==> config.mk <==
export PLATFORM = sky130hd
export DESIGN_NAME = touch_pair_qualify_and_map
export DESIGN_NICKNAME = d
export VERILOG_FILES = /design/src/rtl/core/tpqm_pkg.sv /design/src/rtl/core/touch_pair_qualify_and_map.sv
export VERILOG_INCLUDE_DIRS = /design/src /design/src/rtl/core
export SDC_FILE = /design/constraint.sdc
export NUM_CORES = 2
export LEC_CHECK = 0
export ABC_AREA = 1
export BUFFER_PORTS_ARGS = -buffer_cell sky130_fd_sc_hd__buf_2
export CAP_MARGIN = 5
export CORE_ASPECT_RATIO = 2
export CORE_MARGIN = 2
export CORE_UTILIZATION = 60
export DETAILED_ROUTE_END_ITERATION = 16
export PLACE_DENSITY = 0.89
export SYNTH_ARGS = -nofsm -noshare
export SYNTH_HDL_FRONTEND = slang
export SYNTH_SLANG_ARGS = --single-unit
==> constraint.sdc <==
create_clock -name i_clk -period 8.9 [get_ports i_clk]
set_input_delay 1.335 -clock i_clk [delete_from_list [all_inputs] [get_ports i_clk]]
set_output_delay 1.335 -clock i_clk [all_outputs]
set_load 0.05 [all_outputs]
==> src/rtl/core/touch_pair_qualify_and_map_assert.svh <==
// Assertion macros for the touch pair qualifier.
`ifndef TOUCH_PAIR_QUALIFY_AND_MAP_ASSERT_SVH
`define TOUCH_PAIR_QUALIFY_AND_MAP_ASSERT_SVH
`ifndef NO_ASSERTIONS
`define TPQM_ASSERT_SAME(label, clk, rst_n, ante, cons) \
    label: assert property (@(posedge clk) disable iff (!rst_n) (ante) |-> (cons)) \
        else $error("tpqm check failed");
`define TPQM_ASSERT_NEXT(label, clk, rst_n, ante, cons) \
    label: assert property (@(posedge clk) disable iff (!rst_n) (ante) |=> (cons)) \
        else $error("tpqm check failed");
`else
`define TPQM_ASSERT_SAME(label, clk, rst_n, ante, cons)
`define TPQM_ASSERT_NEXT(label, clk, rst_n, ante, cons)
`endif
`endif

==> src/rtl/core/tpqm_pkg.sv <==
`default_nettype none
package tpqm_pkg;
    localparam int RAW_W      = 12;
    localparam int GAIN_W     = 18;
    localparam int OFS_W      = 11;
    localparam int SX_W       = 8;
    localparam int SY_W       = 9;
    localparam int FRAC_W     = 16;
    localparam int CFG_IDX_W  = 3;
    localparam int CFG_DATA_W = 18;

    localparam int SCREEN_W_DEF    = 240;
    localparam int SCREEN_H_DEF    = 320;
    localparam int SAMPLE_BITS_DEF = 12;

    localparam logic [CFG_IDX_W-1:0] CFG_MAX_DIFF = 3'd0;
    localparam logic [CFG_IDX_W-1:0] CFG_RAW_MIN  = 3'd1;
    localparam logic [CFG_IDX_W-1:0] CFG_RAW_MAX  = 3'd2;
    localparam logic [CFG_IDX_W-1:0] CFG_X_GAIN   = 3'd3;
    localparam logic [CFG_IDX_W-1:0] CFG_X_OFFSET = 3'd4;
    localparam logic [CFG_IDX_W-1:0] CFG_Y_GAIN   = 3'd5;
    localparam logic [CFG_IDX_W-1:0] CFG_Y_OFFSET = 3'd6;

    localparam logic [RAW_W-1:0]         MAX_DIFF_RST = 12'd20;
    localparam logic [RAW_W-1:0]         RAW_MIN_RST  = 12'd100;
    localparam logic [RAW_W-1:0]         RAW_MAX_RST  = 12'd4000;
    localparam logic signed [GAIN_W-1:0] GAIN_RST     = 18'sd4096;
    localparam logic signed [OFS_W-1:0]  OFFSET_RST   = 11'sd0;
endpackage
`default_nettype wire

==> src/rtl/core/touch_pair_qualify_and_map.sv <==
// The input reg captures start; the result reg then drives o_valid and the outputs.
// Throughput: one transaction per cycle; busy stays low, nothing in the path iterates.
// Each result is shown for one cycle only; the receiver cannot stall.
// Reset (synchronous, i_rst_n low) drops both valids and loads register defaults.
// Config writes are taken every cycle (o_cfg_ready high).
`default_nettype none
`include "touch_pair_qualify_and_map_assert.svh"
module touch_pair_qualify_and_map #(
    parameter int SCREEN_W    = tpqm_pkg::SCREEN_W_DEF,
    parameter int SCREEN_H    = tpqm_pkg::SCREEN_H_DEF,
    parameter int SAMPLE_BITS = tpqm_pkg::SAMPLE_BITS_DEF
) (
    input  wire logic                                i_clk,
    input  wire logic                                i_rst_n,
    input  wire logic                                start,
    output      logic                                busy,
    input  wire logic [SAMPLE_BITS-1:0]              i_x_first,
    input  wire logic [SAMPLE_BITS-1:0]              i_y_first,
    input  wire logic [SAMPLE_BITS-1:0]              i_x_second,
    input  wire logic [SAMPLE_BITS-1:0]              i_y_second,
    output      logic                                o_valid,
    output      logic                                o_touched,
    output      logic [tpqm_pkg::RAW_W-1:0]          o_raw_x,
    output      logic [tpqm_pkg::RAW_W-1:0]          o_raw_y,
    output      logic [tpqm_pkg::SX_W-1:0]           o_screen_x,
    output      logic [tpqm_pkg::SY_W-1:0]           o_screen_y,
    input  wire logic                                i_cfg_valid,
    output      logic                                o_cfg_ready,
    input  wire logic [tpqm_pkg::CFG_IDX_W-1:0]      i_cfg_index,
    input  wire logic [tpqm_pkg::CFG_DATA_W-1:0]     i_cfg_data
);
    localparam int RAW_W  = tpqm_pkg::RAW_W;
    localparam int GAIN_W = tpqm_pkg::GAIN_W;
    localparam int OFS_W  = tpqm_pkg::OFS_W;
    localparam int CMP_W  = (SAMPLE_BITS > RAW_W) ? SAMPLE_BITS : RAW_W;
    localparam int P_W    = SAMPLE_BITS + 1 + GAIN_W;
    localparam int Q_W    = P_W - tpqm_pkg::FRAC_W;
    localparam int S_W    = ((Q_W > 13) ? Q_W : 13) + 1;

    // configuration registers
    logic [RAW_W-1:0]         r_max_diff, r_raw_min, r_raw_max;
    logic signed [GAIN_W-1:0] r_x_gain, r_y_gain;
    logic signed [OFS_W-1:0]  r_x_offset, r_y_offset;

    // input stage
    logic                   r_in_valid;
    logic [SAMPLE_BITS-1:0] r_x1, r_y1, r_x2, r_y2;

    // result stage
    logic                   r_out_valid, r_out_touched;
    logic [RAW_W-1:0]       r_out_raw_x, r_out_raw_y;
    logic [tpqm_pkg::SX_W-1:0] r_out_sx;
    logic [tpqm_pkg::SY_W-1:0] r_out_sy;

    logic [SAMPLE_BITS-1:0] dx, dy, n_ax, n_ay;
    logic [SAMPLE_BITS:0]   sum_x, sum_y;
    logic                   n_ok;
    logic signed [P_W-1:0]  n_px, n_py;
    logic signed [Q_W-1:0]  q_x, q_y;
    logic signed [S_W-1:0]  s_x, s_y;
    logic [S_W-1:0]         c_x, c_y;
    logic [CMP_W-1:0]       ax_ext, ay_ext;
    logic                   out_zero;

    assign busy        = 1'b0;
    assign o_cfg_ready = 1'b1;

    always_ff @(posedge i_clk) begin
        if (!i_rst_n) begin
            r_max_diff <= tpqm_pkg::MAX_DIFF_RST;
            r_raw_min  <= tpqm_pkg::RAW_MIN_RST;
            r_raw_max  <= tpqm_pkg::RAW_MAX_RST;
            r_x_gain   <= tpqm_pkg::GAIN_RST;
            r_x_offset <= tpqm_pkg::OFFSET_RST;
            r_y_gain   <= tpqm_pkg::GAIN_RST;
            r_y_offset <= tpqm_pkg::OFFSET_RST;
        end else if (i_cfg_valid && o_cfg_ready) begin
            case (i_cfg_index)
                tpqm_pkg::CFG_MAX_DIFF: r_max_diff <= i_cfg_data[RAW_W-1:0];
                tpqm_pkg::CFG_RAW_MIN:  r_raw_min  <= i_cfg_data[RAW_W-1:0];
                tpqm_pkg::CFG_RAW_MAX:  r_raw_max  <= i_cfg_data[RAW_W-1:0];
                tpqm_pkg::CFG_X_GAIN:   r_x_gain   <= $signed(i_cfg_data[GAIN_W-1:0]);
                tpqm_pkg::CFG_X_OFFSET: r_x_offset <= $signed(i_cfg_data[OFS_W-1:0]);
                tpqm_pkg::CFG_Y_GAIN:   r_y_gain   <= $signed(i_cfg_data[GAIN_W-1:0]);
                tpqm_pkg::CFG_Y_OFFSET: r_y_offset <= $signed(i_cfg_data[OFS_W-1:0]);
                default: ;
            endcase
        end
    end

    // qualify pair, average, multiply
    always_comb begin
        dx    = (r_x1 > r_x2) ? (r_x1 - r_x2) : (r_x2 - r_x1);
        dy    = (r_y1 > r_y2) ? (r_y1 - r_y2) : (r_y2 - r_y1);
        sum_x = {1'b0, r_x1} + {1'b0, r_x2};
        sum_y = {1'b0, r_y1} + {1'b0, r_y2};
        n_ax  = sum_x[SAMPLE_BITS:1];
        n_ay  = sum_y[SAMPLE_BITS:1];
        n_ok  = (CMP_W'(dx) <= CMP_W'(r_max_diff)) && (CMP_W'(dy) <= CMP_W'(r_max_diff))
             && (CMP_W'(n_ax) >= CMP_W'(r_raw_min)) && (CMP_W'(n_ax) <= CMP_W'(r_raw_max))
             && (CMP_W'(n_ay) >= CMP_W'(r_raw_min)) && (CMP_W'(n_ay) <= CMP_W'(r_raw_max));
        n_px  = $signed({1'b0, n_ax}) * r_x_gain;
        n_py  = $signed({1'b0, n_ay}) * r_y_gain;
    end

    // floor shift, offset, clamp to screen
    always_comb begin
        q_x = n_px[P_W-1:tpqm_pkg::FRAC_W];
        q_y = n_py[P_W-1:tpqm_pkg::FRAC_W];
        s_x = S_W'(q_x) + S_W'(r_x_offset);
        s_y = S_W'(q_y) + S_W'(r_y_offset);
        if (s_x[S_W-1])
            c_x = '0;
        else if (s_x > $signed(S_W'(SCREEN_W)))
            c_x = S_W'(SCREEN_W);
        else
            c_x = s_x;
        if (s_y[S_W-1])
            c_y = '0;
        else if (s_y > $signed(S_W'(SCREEN_H)))
            c_y = S_W'(SCREEN_H);
        else
            c_y = s_y;
        ax_ext = CMP_W'(n_ax);
        ay_ext = CMP_W'(n_ay);
    end

    always_ff @(posedge i_clk) begin
        if (!i_rst_n) begin
            r_in_valid    <= 1'b0;
            r_out_valid   <= 1'b0;
            r_out_touched <= 1'b0;
        end else begin
            r_in_valid    <= start && !busy;
            r_out_valid   <= r_in_valid;
            r_out_touched <= r_in_valid && n_ok;
        end
    end

    always_ff @(posedge i_clk) begin
        if (start && !busy) begin
            r_x1 <= i_x_first;
            r_y1 <= i_y_first;
            r_x2 <= i_x_second;
            r_y2 <= i_y_second;
        end
        if (n_ok) begin
            r_out_raw_x <= ax_ext[RAW_W-1:0];
            r_out_raw_y <= ay_ext[RAW_W-1:0];
            r_out_sx    <= c_x[tpqm_pkg::SX_W-1:0];
            r_out_sy    <= c_y[tpqm_pkg::SY_W-1:0];
        end else begin
            r_out_raw_x <= '0;
            r_out_raw_y <= '0;
            r_out_sx    <= '0;
            r_out_sy    <= '0;
        end
    end

    assign o_valid    = r_out_valid;
    assign o_touched  = r_out_touched;
    assign o_raw_x    = r_out_raw_x;
    assign o_raw_y    = r_out_raw_y;
    assign o_screen_x = r_out_sx;
    assign o_screen_y = r_out_sy;

    assign out_zero = (o_raw_x == '0) && (o_raw_y == '0)
                   && (o_screen_x == '0) && (o_screen_y == '0);

    `TPQM_ASSERT_NEXT(a_in_to_out, i_clk, i_rst_n, r_in_valid, o_valid)
    `TPQM_ASSERT_NEXT(a_out_needs_in, i_clk, i_rst_n, !r_in_valid, !o_valid)
    `TPQM_ASSERT_SAME(a_touch_has_strobe, i_clk, i_rst_n, o_touched, o_valid)
    `TPQM_ASSERT_SAME(a_reject_zeros, i_clk, i_rst_n, o_valid && !o_touched, out_zero)
endmodule
`default_nettype wire
==> results.py <==
metrics = {
    "sta": {
        "fin_crit_sh_pct": 97.11,
        "max_freq_mhz": 115.7,
        "period_minus_slack_ns": 8.643,
        "slew_viol_final": 0,
        "fin_skew_ns": 0.01868,
        "finalHoldViolCount": 0,
        "setup_viol": 0,
        "setup_slack_ns": 0.2573,
        "worst_pin_slew_ns": 1.149,
        "relSlewSlack_pct": 23.39,
    },
    "layout": {
        "top_regs": "r_x_gain (18), r_y_gain (18)",
        "final_cell_mix": "842 x inv_1, 684 x nand2_1, 414 x nor2_1",
        "final_common_cell": "inv_1",
        "regArea_sq_um": 4204,
        "area_growth_pct": 8.209,
        "nets": 4668,
        "multi_input_area_sq_um": 21080,
        "drive_above_1_share_pct": 8.731,
        "final_cells": 4530,
        "fillCellCount": 3981,
    },
    "synth": {
        "synth_edf_count": 48,
        "avgSynthCellArea_sq_um": 7.645,
        "syn_inst": 3770,
        "yosysWarnings": 0,
        "ys_seq_area_share_pct": 14.59,
        "postSynthRegisterBits": 186,
        "synth.net_count": 4557,
        "yosysUniqueCellTypes": 63,
        "syn_area_sq_um": 28820,
        "synthFlopType": "dfxtp_1",
        "synthArstFlopShare_pct": 0,
    },
    "clock_tree": {
        "holdBufCountCts": 0,
        "clk_latency_ns": 0.48,
        "cts_tree": "done",
        "cts.root.buffer_cell": "clkbuf_16",
        "htree_levels": 4,
        "cts_buffers": 17,
        "path_clk_slew_ns": 0.09,
        "clock-sinks": 186,
        "clock_path_buffers": 2,
    },
    "critical_path": {
        "critPathMostFrequentCell": "nand2_1",
        "critPathKind": "register to register",
        "cp.required_ns": 9.27,
        "path_max_fanout": 6,
        "crit_path_top_delay_cell": "fa_1",
        "critPathBufInv": 6,
        "worstSetupEndpointType": "register",
        "startpoint_type": "register",
        "cp_top_family": "adder cells",
        "path_depth": 41,
        "worstRegToRegCells": 41,
        "crit_arrival_ns": 9.01,
        "slowest_delay_ns": 0.57,
    },
    "place": {
        "gp_congestion": 1.039,
        "numPortBuffers": 115,
        "place_hpwl_um": 76180,
        "place_inst": 4477,
        "post-place-ws_ns": -0.01694,
    },
    "detailed_routing": {
        "first_pass_iters": 14,
        "drt-total-wl_um": 96310,
        "wl_per_cell_um": 21.26,
        "drt_iter0_markers": 2313,
        "dr_total_vias": 26510,
        "drc": 0,
        "antenna_left": 0,
        "vias_per_cell": 5.853,
    },
    "pwr": {
        "cellPowerDensity_nw_per_um2": 219.9,
        "ir_drop_mv": 0.2022,
        "p_leak_nw": 16.58,
    },
    "floorplan": {
        "dieArea_sq_um": 49910,
        "num_rows": 113,
        "fp.coreArea_sq_um": 47510,
        "initial_core_util_pct": 60.67,
        "die_height_um": 314.0,
        "ios": 118,
        "die-width_um": 159.0,
    },
    "run_status": {
        "outcome": "complete, no violations",
    },
    "hold_path": {
        "whs_path_depth": 2,
        "hp-class": "register to register",
    },
    "global_route": {
        "grt_use_total_pct": 39.03,
        "grt-ovfl-total": 0,
        "grt_pass1_vias": 28260,
        "grt_max_degree": 97,
        "grt_antenna_before_repair": 9,
        "grt_pass1_wl_um": 148100,
    },
    "flow_run": {
        "drv_cap": 0,
    },
}
repair_timing:
| item | CTS | global route |
|---|---|---|
| gates cloned | 0 | 1 |
| buffers inserted | 0 | 16 |
| pin swaps | 0 | 3 |
| gates resized for setup | 1 | 80 |
| setup endpoints to repair | 4 | 17 |
per-stage QoR:
step	TNS, ns	area [sq um]	total power, mW	hold slack, ns	utilization, %
final	0	31190	6.857	0.4394	65.65
after global routing	-1.006	31180	7.307	0.4639	65.63
after CTS	0	30740	6.436	0.4436	64.70
after detailed placement	-0.04003	30120	5.572	0.4217	63.41
after global placement	0	30120	5.504	0.4129	63.41
after floorplan	0	28820	4.096	0.4051	-
layout make-up:
type                       instances  area share [%]
antenna                            4         0.03210
clock buffer                      17           1.364
clock inverter                    15          0.5857
inverter                         866           10.57
multi-input combinational       2618           67.60
sequential                       186           13.48
tap                              632           2.536
timing repair buffer             191           3.819
timing repair inverter             1         0.01605
power breakdown:
group / switching [mW] / internal [mW] / total, mW
sequential: 0.0460 / 0.924 / 0.970
clock: 0.458 / 0.388 / 0.846
combinational: 3.38 / 1.66 / 5.04
final timing paths:
path / start / end / slack (ns)
setup / recovery: r_x1[0] / o_screen_x[3] / 0.26
hold / removal: r_in_valid / o_valid / 0.44
setup reg to reg: r_x1[0] / o_screen_x[3] / 0.26
hold reg to reg: r_in_valid / o_valid / 0.44
metal layers:
| metal | GRT usage [%] | wire (um) |
|---|---|---|
| met1 | 34.43 | 27840 |
| met2 | 68.74 | 47150 |
| met3 | 10.25 | 8315 |
| met4 | 41.51 | 12970 |
| met5 | 0 | 33 |
worst reg2reg max path, delay by kind of cell (launching register included):
kind                       cells  cell delay (ns)
buffers and inverters          6             0.89
and+or+nand+nor               21             2.66
AOI/OAI and AO/OA              4             0.67
adders and majority gates      9             3.70
xor gates and xnor gates       1             0.25
DFF                            1             0.40
kinds of logic after synthesis:
logic type	synth area share, %
AND/OR/NAND/NOR	19.14
AO/OA/AOI/OAI	9.295
XOR/XNOR	2.249
buffers and inverters	13.24
flip-flops	14.59
other	0.02606
adder cells (fa/ha/maj)	41.47
cell usage after synthesis, drive strengths merged (5+ instances only):
library cell  number  share of area, %
inv              863                11
nand2            701               9.2
nor2             431               5.8
fa               402                28
ha               312                14
a21oi            233               4.1
o21ai            171               3.0
dfxtp            138               9.6
nand3            119               2.1
xor2              52               1.7
buf               50               1.3
clkbuf            50              0.66
edfxtp            48               5.0
nand4             40              0.89
nor3              25              0.51
xnor2             19              0.58
o211ai            17              0.44
o21a              12              0.31
o21bai            12              0.31
a21o              10              0.26
or2               10              0.22
nand3b             8              0.21
a31oi              7              0.15
a221oi             6              0.18
and2               5              0.11
(Power assumes the default switching activity.)
